## src/hdl/utc_pkg.sv

```systemverilog
// ----------------------------------------------------------------------------
// UUID text codec package
// Shared types, character codes and position helpers for the UUID text codec.
// ----------------------------------------------------------------------------
`default_nettype none

package utc_pkg;

    // Command codes
    localparam logic [1:0] CMD_PARSE    = 2'd0;
    localparam logic [1:0] CMD_EMIT_RFC = 2'd1;
    localparam logic [1:0] CMD_EMIT_HEX = 2'd2;

    // Result status codes
    localparam logic [1:0] STATUS_ACCEPTED = 2'd0;
    localparam logic [1:0] STATUS_IGNORED  = 2'd1;
    localparam logic [1:0] STATUS_ZEROED   = 2'd2;
    localparam logic [1:0] STATUS_TEXT     = 2'd3;

    // ASCII codes
    localparam logic [7:0] CHAR_0      = 8'h30;
    localparam logic [7:0] CHAR_9      = 8'h39;
    localparam logic [7:0] CHAR_LA     = 8'h61;
    localparam logic [7:0] CHAR_LF     = 8'h66;
    localparam logic [7:0] CHAR_UA     = 8'h41;
    localparam logic [7:0] CHAR_UF     = 8'h46;
    localparam logic [7:0] CHAR_DASH   = 8'h2D;
    localparam logic [7:0] CHAR_LBRACE = 8'h7B;
    localparam logic [7:0] CHAR_RBRACE = 8'h7D;
    localparam logic [7:0] CHAR_NONE   = 8'h00;

    // Text lengths, count limit and positions in the braced and plain forms
    localparam logic [5:0] BRACED_LEN = 6'd38;
    localparam logic [5:0] PLAIN_LEN  = 6'd32;
    localparam logic [5:0] COUNT_MAX  = 6'd63;
    localparam logic [5:0] POS_OPEN   = 6'd0;
    localparam logic [5:0] POS_DASH0  = 6'd9;
    localparam logic [5:0] POS_DASH1  = 6'd14;
    localparam logic [5:0] POS_DASH2  = 6'd19;
    localparam logic [5:0] POS_DASH3  = 6'd24;
    localparam logic [5:0] POS_CLOSE  = 6'd37;
    localparam logic [5:0] POS_LAST_HEX = 6'd31;

    typedef struct packed {
        logic [1:0] cmd;
        logic [7:0] char_in;
        logic       last_in;
    } utc_in_t;

    typedef struct packed {
        logic [7:0]  char_out;
        logic [63:0] uuid_high;
        logic [63:0] uuid_low;
        logic [1:0]  status;
        logic        nonzero;
        logic        last_out;
    } utc_out_t;

    // Request to and response from the shared hex conversion unit
    typedef struct packed {
        logic [7:0] dec_char;
        logic [3:0] enc_nibble;
        logic       upper;
    } hex_req_t;

    typedef struct packed {
        logic [3:0] dec_value;
        logic       dec_bad;
        logic [7:0] enc_char;
    } hex_rsp_t;

    typedef struct packed {
        logic       valid;
        logic [4:0] idx;
    } digit_sel_t;

    // Maps a braced-form position to its hex digit index; delimiters give no digit.
    function automatic digit_sel_t braced_digit(input logic [5:0] p);
        digit_sel_t sel;
        logic [5:0] d;
        d = 6'd0;
        sel.valid = 1'b1;
        if (p >= 6'd1 && p <= 6'd8) begin
            d = p - 6'd1;
        end else if (p >= 6'd10 && p <= 6'd13) begin
            d = p - 6'd2;
        end else if (p >= 6'd15 && p <= 6'd18) begin
            d = p - 6'd3;
        end else if (p >= 6'd20 && p <= 6'd23) begin
            d = p - 6'd4;
        end else if (p >= 6'd25 && p <= 6'd36) begin
            d = p - 6'd5;
        end else begin
            sel.valid = 1'b0;
        end
        sel.idx = d[4:0];
        return sel;
    endfunction

endpackage

`default_nettype wire

```

## src/hdl/utc_hex_unit.sv

```systemverilog
// ----------------------------------------------------------------------------
// UUID text codec hex unit
// Shared converter between ASCII hex characters and 4-bit nibble values.
// ----------------------------------------------------------------------------
`default_nettype none

module utc_hex_unit (
    input  wire utc_pkg::hex_req_t req,
    output utc_pkg::hex_rsp_t      rsp
);
    import utc_pkg::*;

    logic [7:0] dec_diff;
    logic [7:0] enc_base;

    always_comb
    begin
        dec_diff    = 8'd0;
        rsp.dec_bad = 1'b0;
        case (req.dec_char) inside
            [CHAR_0:CHAR_9]:
            begin
                dec_diff = req.dec_char - CHAR_0;
            end
            [CHAR_LA:CHAR_LF]:
            begin
                dec_diff = req.dec_char - CHAR_LA + 8'd10;
            end
            [CHAR_UA:CHAR_UF]:
            begin
                dec_diff = req.dec_char - CHAR_UA + 8'd10;
            end
            default:
            begin
                rsp.dec_bad = 1'b1;
            end
        endcase
        rsp.dec_value = dec_diff[3:0];

        enc_base = req.upper ? CHAR_UA : CHAR_LA;
        if (req.enc_nibble < 4'd10) begin
            rsp.enc_char = CHAR_0 + {4'd0, req.enc_nibble};
        end else begin
            rsp.enc_char = enc_base + {4'd0, req.enc_nibble} - 8'd10;
        end
    end

endmodule

`default_nettype wire

```

## src/hdl/uuid_text_codec_core.sv

```systemverilog
// ----------------------------------------------------------------------------
// UUID text codec core
// Parses UUID text one character per transfer and emits the stored UUID as text.
// Parse: one character per cycle; a final character's result appears in the
// cycle after it. Emit: 38 (braced) or 32 (plain) results via the shared hex
// unit, one per cycle; input resumes after the last one. Output stalls hold both.
// Reset clears the stored UUID, parse progress and the letter-case register.
// ----------------------------------------------------------------------------
`default_nettype none

module uuid_text_codec_core (
    input  wire                   clk,
    input  wire                   rst_n,
    input  wire                   in_valid,
    output logic                  in_ready,
    input  wire utc_pkg::utc_in_t in_data,
    output logic                  out_valid,
    input  wire                   out_ready,
    output utc_pkg::utc_out_t     out_data,
    input  wire                   cfg_valid,
    output logic                  cfg_ready,
    input  wire                   cfg_data
);
    import utc_pkg::*;

    localparam logic ST_IDLE = 1'b0;
    localparam logic ST_EMIT = 1'b1;

    logic       state_reg, state_next;
    logic       emit_braced_reg, emit_braced_next;
    logic [5:0] emit_idx_reg, emit_idx_next;
    logic       upper_reg;

    logic [7:0] stored_reg [16];
    logic [7:0] stored_next [16];
    logic [7:0] incoming_reg [16];
    logic [7:0] incoming_next [16];

    logic [5:0] char_count_reg, char_count_next;
    logic       brace_form_reg, brace_form_next;
    logic       delim_ok_reg, delim_ok_next;
    logic       digits_ok_reg, digits_ok_next;
    logic [3:0] high_nibble_reg, high_nibble_next;

    logic     out_valid_reg, out_valid_next;
    utc_out_t out_data_reg, out_data_next;

    hex_req_t   hex_req;
    hex_rsp_t   hex_rsp;
    logic       in_fire;
    logic       out_slot;
    logic       load_out;
    logic [5:0] p;
    logic       brace_now;
    digit_sel_t parse_sel;
    digit_sel_t emit_sel;
    logic [3:0] digit_val;
    logic [5:0] count_inc;
    logic       length_ok;
    logic [1:0] parse_status;
    logic [7:0] emit_byte;
    logic       emit_last;
    logic [7:0] emit_char;
    logic       any_nonzero;

    utc_hex_unit u_hex (
        .req(hex_req),
        .rsp(hex_rsp)
    );

    assign cfg_ready = 1'b1;
    assign out_valid = out_valid_reg;
    assign out_data  = out_data_reg;

    always_comb
    begin
        out_slot = !out_valid_reg || out_ready;
        in_ready = (state_reg == ST_IDLE) && out_slot;
        in_fire  = in_valid && in_ready;

        // Parse position decode
        p         = char_count_reg;
        brace_now = brace_form_reg || (p == 6'd0 && in_data.char_in == CHAR_LBRACE);
        parse_sel = '0;
        if (brace_now) begin
            if (p != POS_DASH0 && p != POS_DASH1 && p != POS_DASH2 && p != POS_DASH3
                && p != POS_CLOSE && p != POS_OPEN) begin
                parse_sel = braced_digit(p);
            end
        end else if (p < PLAIN_LEN) begin
            parse_sel.valid = 1'b1;
            parse_sel.idx   = p[4:0];
        end

        // Emit position decode
        if (emit_braced_reg) begin
            emit_sel = braced_digit(emit_idx_reg);
        end else begin
            emit_sel.valid = 1'b1;
            emit_sel.idx   = emit_idx_reg[4:0];
        end
        emit_byte = stored_reg[emit_sel.idx[4:1]];

        hex_req.dec_char   = in_data.char_in;
        hex_req.enc_nibble = emit_sel.idx[0] ? emit_byte[3:0] : emit_byte[7:4];
        hex_req.upper      = upper_reg;

        digit_val = hex_rsp.dec_bad ? 4'd0 : hex_rsp.dec_value;
        count_inc = (p < COUNT_MAX) ? p + 6'd1 : p;

        if (emit_braced_reg) begin
            emit_last = (emit_idx_reg == POS_CLOSE);
            case (emit_idx_reg)
                POS_OPEN:  emit_char = CHAR_LBRACE;
                POS_CLOSE: emit_char = CHAR_RBRACE;
                POS_DASH0, POS_DASH1, POS_DASH2, POS_DASH3: emit_char = CHAR_DASH;
                default:   emit_char = hex_rsp.enc_char;
            endcase
        end else begin
            emit_last = (emit_idx_reg == POS_LAST_HEX);
            emit_char = hex_rsp.enc_char;
        end

        // Defaults
        state_next       = state_reg;
        emit_braced_next = emit_braced_reg;
        emit_idx_next    = emit_idx_reg;
        char_count_next  = char_count_reg;
        brace_form_next  = brace_form_reg;
        delim_ok_next    = delim_ok_reg;
        digits_ok_next   = digits_ok_reg;
        high_nibble_next = high_nibble_reg;
        stored_next      = stored_reg;
        incoming_next    = incoming_reg;
        load_out         = 1'b0;
        length_ok        = 1'b0;
        parse_status     = STATUS_ACCEPTED;
        out_data_next    = out_data_reg;

        if (in_fire && in_data.cmd == CMD_PARSE) begin
            brace_form_next = brace_now;
            if (brace_now) begin
                if ((p == POS_DASH0 || p == POS_DASH1 || p == POS_DASH2 || p == POS_DASH3)
                    && in_data.char_in != CHAR_DASH) begin
                    delim_ok_next = 1'b0;
                end
                if (p == POS_CLOSE && in_data.char_in != CHAR_RBRACE) begin
                    delim_ok_next = 1'b0;
                end
            end
            if (parse_sel.valid) begin
                if (hex_rsp.dec_bad) begin
                    digits_ok_next = 1'b0;
                end
                if (!parse_sel.idx[0]) begin
                    high_nibble_next = digit_val;
                end else begin
                    incoming_next[parse_sel.idx[4:1]] = {high_nibble_reg, digit_val};
                end
            end
            char_count_next = count_inc;

            if (in_data.last_in) begin
                length_ok = brace_now ? (count_inc == BRACED_LEN) : (count_inc == PLAIN_LEN);
                if (!length_ok || !delim_ok_next) begin
                    parse_status = STATUS_IGNORED;
                end else if (!digits_ok_next) begin
                    parse_status = STATUS_ZEROED;
                    for (int i = 0; i < 16; i++) begin
                        stored_next[i] = 8'd0;
                    end
                end else begin
                    parse_status = STATUS_ACCEPTED;
                    stored_next  = incoming_next;
                end
                // The text is finished, so parse progress starts over.
                char_count_next  = 6'd0;
                brace_form_next  = 1'b0;
                delim_ok_next    = 1'b1;
                digits_ok_next   = 1'b1;
                high_nibble_next = 4'd0;
                load_out                = 1'b1;
                out_data_next.char_out  = CHAR_NONE;
                out_data_next.status    = parse_status;
                out_data_next.last_out  = 1'b1;
            end
        end else if (in_fire && in_data.cmd == CMD_EMIT_RFC) begin
            state_next       = ST_EMIT;
            emit_braced_next = 1'b1;
            emit_idx_next    = 6'd0;
        end else if (in_fire && in_data.cmd == CMD_EMIT_HEX) begin
            state_next       = ST_EMIT;
            emit_braced_next = 1'b0;
            emit_idx_next    = 6'd0;
        end

        if (state_reg == ST_EMIT && out_slot) begin
            load_out               = 1'b1;
            out_data_next.char_out = emit_char;
            out_data_next.status   = STATUS_TEXT;
            out_data_next.last_out = emit_last;
            if (emit_last) begin
                state_next = ST_IDLE;
            end else begin
                emit_idx_next = emit_idx_reg + 6'd1;
            end
        end

        any_nonzero = 1'b0;
        for (int i = 0; i < 8; i++) begin
            out_data_next.uuid_high[63 - 8 * i -: 8] = stored_next[i];
            out_data_next.uuid_low[63 - 8 * i -: 8]  = stored_next[i + 8];
        end
        for (int i = 0; i < 16; i++) begin
            any_nonzero = any_nonzero || (stored_next[i] != 8'd0);
        end
        out_data_next.nonzero = any_nonzero;
        if (!load_out) begin
            out_data_next = out_data_reg;
        end

        if (load_out) begin
            out_valid_next = 1'b1;
        end else if (out_ready) begin
            out_valid_next = 1'b0;
        end else begin
            out_valid_next = out_valid_reg;
        end
    end

    always_ff @(posedge clk or negedge rst_n)
    begin
        if (!rst_n) begin
            state_reg       <= ST_IDLE;
            emit_braced_reg <= 1'b0;
            emit_idx_reg    <= 6'd0;
            upper_reg       <= 1'b0;
            char_count_reg  <= 6'd0;
            brace_form_reg  <= 1'b0;
            delim_ok_reg    <= 1'b1;
            digits_ok_reg   <= 1'b1;
            high_nibble_reg <= 4'd0;
            out_valid_reg   <= 1'b0;
            for (int i = 0; i < 16; i++) begin
                stored_reg[i] <= 8'd0;
            end
        end else begin
            state_reg       <= state_next;
            emit_braced_reg <= emit_braced_next;
            emit_idx_reg    <= emit_idx_next;
            if (cfg_valid && cfg_ready) begin
                upper_reg <= cfg_data;
            end
            char_count_reg  <= char_count_next;
            brace_form_reg  <= brace_form_next;
            delim_ok_reg    <= delim_ok_next;
            digits_ok_reg   <= digits_ok_next;
            high_nibble_reg <= high_nibble_next;
            out_valid_reg   <= out_valid_next;
            stored_reg      <= stored_next;
        end
    end

    always_ff @(posedge clk)
    begin
        incoming_reg <= incoming_next;
        out_data_reg <= out_data_next;
    end

endmodule

`default_nettype wire

```

## config.mk

```make
export PLATFORM = sky130hd
export DESIGN_NAME = uuid_text_codec_core
export DESIGN_NICKNAME = d
export VERILOG_FILES = /design/src/hdl/utc_pkg.sv /design/src/hdl/utc_hex_unit.sv /design/src/hdl/uuid_text_codec_core.sv
export SDC_FILE = /design/constraint.sdc
export NUM_CORES = 1
export LEC_CHECK = 0
export ABC_AREA = 1
export BUFFER_PORTS_ARGS = -buffer_cell sky130_fd_sc_hd__buf_2
export CORE_MARGIN = 2
export CORE_UTILIZATION = 35
export DETAILED_ROUTE_END_ITERATION = 8
export PLACE_DENSITY = 0.56
export SETUP_SLACK_MARGIN = 0.1
export SKIP_LAST_GASP = 1
export SLEW_MARGIN = 20
export SYNTH_ARGS = -nofsm -noshare
export SYNTH_HDL_FRONTEND = slang
export SYNTH_SLANG_ARGS = --single-unit
```

## constraint.sdc

```tcl
create_clock -name clk -period 13.8 [get_ports clk]
set_input_delay 2.76 -clock clk [delete_from_list [all_inputs] [get_ports clk]]
set_output_delay 2.76 -clock clk [all_outputs]
set_load 0.05 [all_outputs]
```

# Word level (Yosys, flattened, before mapping)
# Index checks and enable logic that the tools add are counted.
[word_totals]
input_bits = 17
reg_bits = 419
[classes]
n_reduce_logical = 81
n_lt_le_gt_ge = 32
bitwise = 4
addsub = 20
n_eq_ne = 24
muxes = 87
[ops]
columns = ["cell", "n"]
rows = [
  ["$mux W128", 6],
  ["$bwmux W128", 1],
  ["$reduce_bool A8 Y1", 16],
  ["$mux W6", 11],
  ["$mux W8", 8],
  ["$mux W5", 11],
  ["$mux W1", 35],
  ["$bmux W8 S4", 1],
  ["$demux W8 S4", 1],
  ["$mux W4", 8],
  ["$eq A6 B5 Y1 const B", 5],
  ["$logic_and A1 B1 Y1", 28],
  ["$eq A6 B4 Y1 const B", 4],
  ["$eq A6 B6 Y1 const B", 4],
  ["$ge A6 B4 Y1 const B", 4],
  ["$ge A6 B5 Y1 const B", 4],
  ["$le A6 B4 Y1 const B", 4],
  ["$le A6 B5 Y1 const B", 4],
  ["$pmux W8 S3", 1],
  ["$logic_or A1 B1 Y1", 21],
  ["$sub A5 B2 Y5 const B", 4],
  ["$sub A5 B3 Y5 const B", 4],
  ["$ge A8 B7 Y1 const B", 2],
  ["$le A8 B7 Y1 const B", 2],
  ["other kinds (35)", 59],
]

# Longest topological paths before layout
[depth]
word_depth = 37
depth_mapped = 31
mapped_depth_nobuf = 28

# Hierarchy
# A second synthesis with hierarchy kept.
[hier_totals]
cells_unflattened = 2329
area_unflattened_um2 = 20976.4
[modules_own_cells]
columns = ["mod", "seq_area_each_um2", "n_inst", "area_per_inst_um2", "cells_per_inst"]
rows = [
  ["uuid_text_codec_core", 11828.8, 1, 20698.6, 2274],
  ["utc_hex_unit", 0.0, 1, 277.8, 55],
]

# Least setup slack after synthesis
# No wires, ideal clock.
[synth_path]
kind = "input to register"
from = "input out_ready"
to = "register out_data_reg, in the netlist out_data[100], enable pin"
t_required_ps = 13307
stages = 10
path_slack_ps = 3374
arrival_time_ps = 9933
path_buffers = 0
setup_time_ps = 493
path_cell_list = "inv_1 > nand2_1 > nand2_1 > inv_2 > nand2_1 > nor3_4 > inv_2 > nor2_1 > inv_2 > nand2_1"
[synth_via]
elab_chain_len = 6
[synth_lines]
columns = ["element", "line_no", "text"]
rows = [
  ["start: declaration", "uuid_text_codec_core.sv:18", "input wire out_ready,"],
  ["$logic_or A1 B1 Y1", "uuid_text_codec_core.sv:77", "out_slot = !out_valid_reg || out_ready;"],
  ["$logic_and A1 B1 Y1", "uuid_text_codec_core.sv:78", "in_ready = (state_reg == ST_IDLE) && out_slot;"],
  ["via in_ready", "uuid_text_codec_core.sv:15", "output logic in_ready,"],
  ["$logic_and A1 B1 Y1", "uuid_text_codec_core.sv:79", "in_fire = in_valid && in_ready;"],
  ["$logic_and A1 B1 Y1", "uuid_text_codec_core.sv:140", "if (in_fire && in_data.cmd == CMD_PARSE) begin"],
  ["$mux W1", "uuid_text_codec_core.sv:140", ""],
  ["$mux W1", "uuid_text_codec_core.sv:197", "if (state_reg == ST_EMIT && out_slot) begin"],
  ["via load_out", "uuid_text_codec_core.sv:52", "logic load_out;"],
  ["end signal: assignment", "uuid_text_codec_core.sv:267", "out_data_reg <= out_data_next;"],
  ["end: declaration", "uuid_text_codec_core.sv:46", "utc_out_t out_data_reg, out_data_next;"],
]
# The timed path passes the listed nets, and every way through them passes these cells.
# A chain may end at the register's enable or synchronous reset.

==> flow_summary.yaml <==
pwr:
  power_density_nw_per_um2: 238
  p_leak_nw: 11.2
  vdd_drop_max_v: 0.000152
synthesis:
  netlist_instances: 2392
  yosys_warnings: 0
  seq_area_frac_synth_pct: 55.3
  yosysTopAreaCell: "edfxtp_1"
  synth-main-ff-cell: "edfxtp_1"
  syn_area_per_cell_um2: 8.92
  synth_async_sr_flop_share_pct: 36.1
  synth_seq_cells: 418
  yosys-top-cells-area: "edfxtp_1, dfrtp_1, nand2_1"
  syn_area_um2: 21300
  syn_nets: 2444
  synth_cell_types: 61
  yosysTopAreaCellShare_pct: 37.6
  synth_edf_count: 267
min_path:
  worstHoldPathCells: 2
  min-delay-start: "delim_ok_reg"
  min_to: "delim_ok_reg"
  hold_path.class: "flop to flop"
die:
  core_um2: 60400
  ios: 160
  initial_core_util_pct: 35.3
  die_area_um2: 62900
  rows: 90
  die_x_um: 251
  die_height_um: 251
detailed_routing:
  dr.pass1.iters: 5
  avgRoutedWirePerCell_um: 20.1
  wirelength_mm: 67.5
  drc: 0
  vias: 17100
  viasPerCell: 5.09
  ant_nets: 0
  drtIter0Drc: 1659
clock_network:
  cts_buffer_depth: 3
  clkTransAtPathRegs_ns: 0.06
  hold_buffers: 0
  postCtsSetupBuffers: 0
  clk_latency_ns: 0.61
  cts_htree_levels: 2
  cts-resized-gates: 0
  cts_buffers: 46
  clock_sinks: 418
  cts_root_buf: "clkbuf_16"
  cts_tree: "built"
final_layout:
  layout-drive-gt1-share_pct: 13.3
  largest_register_ffs: 139
  n_antenna_cell: 0
  area_growth_pct: 14.3
  nets: 2585
grt:
  grt_pass1_vias: 16600
  grt_max_degree: 79
  grt_util_met1_pct: 28.4
  grt_pass1_wl_mm: 102
  grt-busiest-layer: "met2"
  grt_usage_pct: 21.2
  grt.met3_usage_pct: 3.04
  antenna_found_initial: 1
  use_met2_pct: 34.4
  grt-ovfl-total: 0
timing:
  period_share_pct: 63.1
  worst_slack_ns: 5.09
  rsz0062_at_grt: "no"
  setup_tns_ns: 0
  slew_violations: 0
  slew_headroom_pct: 13.7
  worst_pin_slew_ns: 1.28
  hold_viol: 0
  finClkSkew_ns: 0.0373
  clock.fmax_mhz: 115
  period_needed_ns: 8.71
  finalSetupViolCount: 0
worst_setup_path:
  worst_ep_arrival_time_ns: 9.18
  reg2regPathDepth: 26
  r2r-end: "out_data[1]"
  max_stage_delay_ns: 1.03
  r2r_slack_ns: 6.58
  cp_common_cell: "nand2_1"
  critical_path_required_ns: 14.27
  end_kind: "flop"
  crit_path_top_delay_cell: "nor2_4"
  r2r_start: "char_count_reg[0]"
  critPathMaxFanout: 60
  start_kind: "input pin"
  path_class: "input pin to flop"
placed_design:
  gp_congestion: 0.894
  dp_hpwl_mm: 45.1
  dp_slack_ns: 4.50
  portBuffers: 157
run:
  maxCapViolCount: 0
run_status:
  status: "finished, final reports clean"
-- placed cells by master (no fill, tap or decap), types with 3 or more instances in the layout --
| cell type | count |
|---|---|
| o21ai_0 | 39 |
| nor3_4 | 3 |
| a21boi_0 | 4 |
| clkinv_2 | 12 |
| and2_1 | 125 |
| nor3_1 | 12 |
| inv_2 | 13 |
| o211ai_1 | 17 |
| xor2_1 | 16 |
| nor2_4 | 7 |
| a31oi_1 | 6 |
| o21ai_1 | 22 |
| a21oi_1 | 28 |
| xnor2_1 | 3 |
| clkinv_4 | 3 |
| o22ai_1 | 6 |
| bufinv_16 | 4 |
| nand3_1 | 336 |
| nand2_2 | 21 |
| a21oi_2 | 4 |
| clkinvlp_4 | 4 |
| dfrtp_1 | 149 |
| nand4_1 | 29 |
| ha_1 | 35 |
| nor2_1 | 125 |
| inv_1 | 268 |
| clkbuf_1 | 6 |
| buf_2 | 156 |
| or2_2 | 5 |
| clkbuf_16 | 46 |
| nand2_4 | 5 |
| edfxtp_1 | 267 |
| nor2_2 | 6 |
| nand3b_1 | 32 |
| buf_4 | 23 |
| nand2_1 | 677 |
| clkbuf_8 | 3 |
| clkinv_1 | 11 |
-- cells in the mapped netlist (2+ instances only) --
| cell type | number |
|---|---|
| a211oi_1 | 2 |
| a21boi_0 | 4 |
| a21boi_1 | 3 |
| a21oi_1 | 29 |
| a21oi_2 | 3 |
| a21oi_4 | 2 |
| a22oi_1 | 2 |
| a31oi_1 | 6 |
| and2_1 | 125 |
| buf_1 | 2 |
| buf_2 | 36 |
| buf_4 | 18 |
| buf_6 | 3 |
| clkbuf_1 | 28 |
| clkinv_1 | 5 |
| conb_1 | 2 |
| dfrtp_1 | 149 |
| dfstp_2 | 2 |
| edfxtp_1 | 267 |
| ha_1 | 35 |
| inv_1 | 268 |
| inv_2 | 14 |
| nand2_1 | 678 |
| nand2_2 | 21 |
| nand2_4 | 5 |
| nand3_1 | 336 |
| nand3b_1 | 32 |
| nand4_1 | 29 |
| nor2_1 | 125 |
| nor2_2 | 6 |
| nor2_4 | 7 |
| nor3_1 | 12 |
| nor3_2 | 2 |
| nor3_4 | 3 |
| o211ai_1 | 17 |
| o21ai_0 | 39 |
| o21ai_1 | 22 |
| o21ai_2 | 3 |
| o22ai_1 | 6 |
| or2_1 | 2 |
| or2_2 | 5 |
| xnor2_1 | 3 |
| xor2_1 | 16 |
-- kinds of logic (layout without fill, tap and decap cells) --
family                     count (synthesis)  count (layout)  synth area share [%]
and+or+nand+nor                         1394            1394                  30.2
DFF                                      418             418                  55.3
buffers and inverters                    377             556                  7.33
AOI/OAI and AO/OA                        145             145                  4.19
adders and majority gates                 35              35                  2.05
xor gates and xnor gates                  19              19                 0.780
other                                      2               2                0.0352
muxes                                      2               2                0.0997
-- through the flow --
step	util [%]	power, mW	instance area (µm²)	hold WS (ns)	cells
floorplan	-	3.78	21300	0.453	2392
global placement	37.8	4.54	22800	0.494	3267
detailed placement	37.8	4.55	22800	0.494	3267
CTS	40.4	5.82	24400	0.503	3353
global route	40.4	6.15	24400	0.525	3353
finish	40.4	5.81	24400	0.499	3353
-- critical path: cells and delay by family --
kind                   cells  cell delay [ns]
buffers and inverters      9             3.28
and+or+nand+nor           16             3.00
-- worst max path at each step --
stage	from	slack (ns)	end	cells after the start
after detailed placement	out_ready	4.50	out_data[1]	25
after global placement	out_ready	4.69	out_data[1]	25
after CTS	out_ready	5.13	out_data[1]	25
after floorplan	out_ready	3.37	out_data[100]	10
after global routing	out_ready	4.59	out_data[1]	25
final	out_ready	5.09	out_data[1]	25
-- report_power, final --
| part | internal [mW] | leakage [nW] | switching (mW) |
|---|---|---|---|
| sequential | 1.58 | 4.52 | 0.135 |
| combinational | 0.710 | 5.98 | 2.12 |
| clock | 0.713 | 0.745 | 0.550 |
-- final cells by class --
| cell class | instances | area, µm² |
|---|---|---|
| Clock buffer | 55 | 1210 |
| Multi-Input combinational cell | 1597 | 8000 |
| Tap cell | 782 | 978 |
| Inverter | 290 | 1100 |
| Timing Repair Buffer | 180 | 965 |
| Clock inverter | 31 | 315 |
| Sequential cell | 418 | 11800 |
| Fill cell | 6045 | 36000 |
-- per-layer routing --
metal / vias to the layer above / share of wire, %
met4: 2 / 4.3
met2: 579 / 47
li1: 8121 / -
met5: - / 0.019
met1: 8229 / 43
met3: 142 / 6.1
No activity file was read; power rests on OpenSTA's default activity.
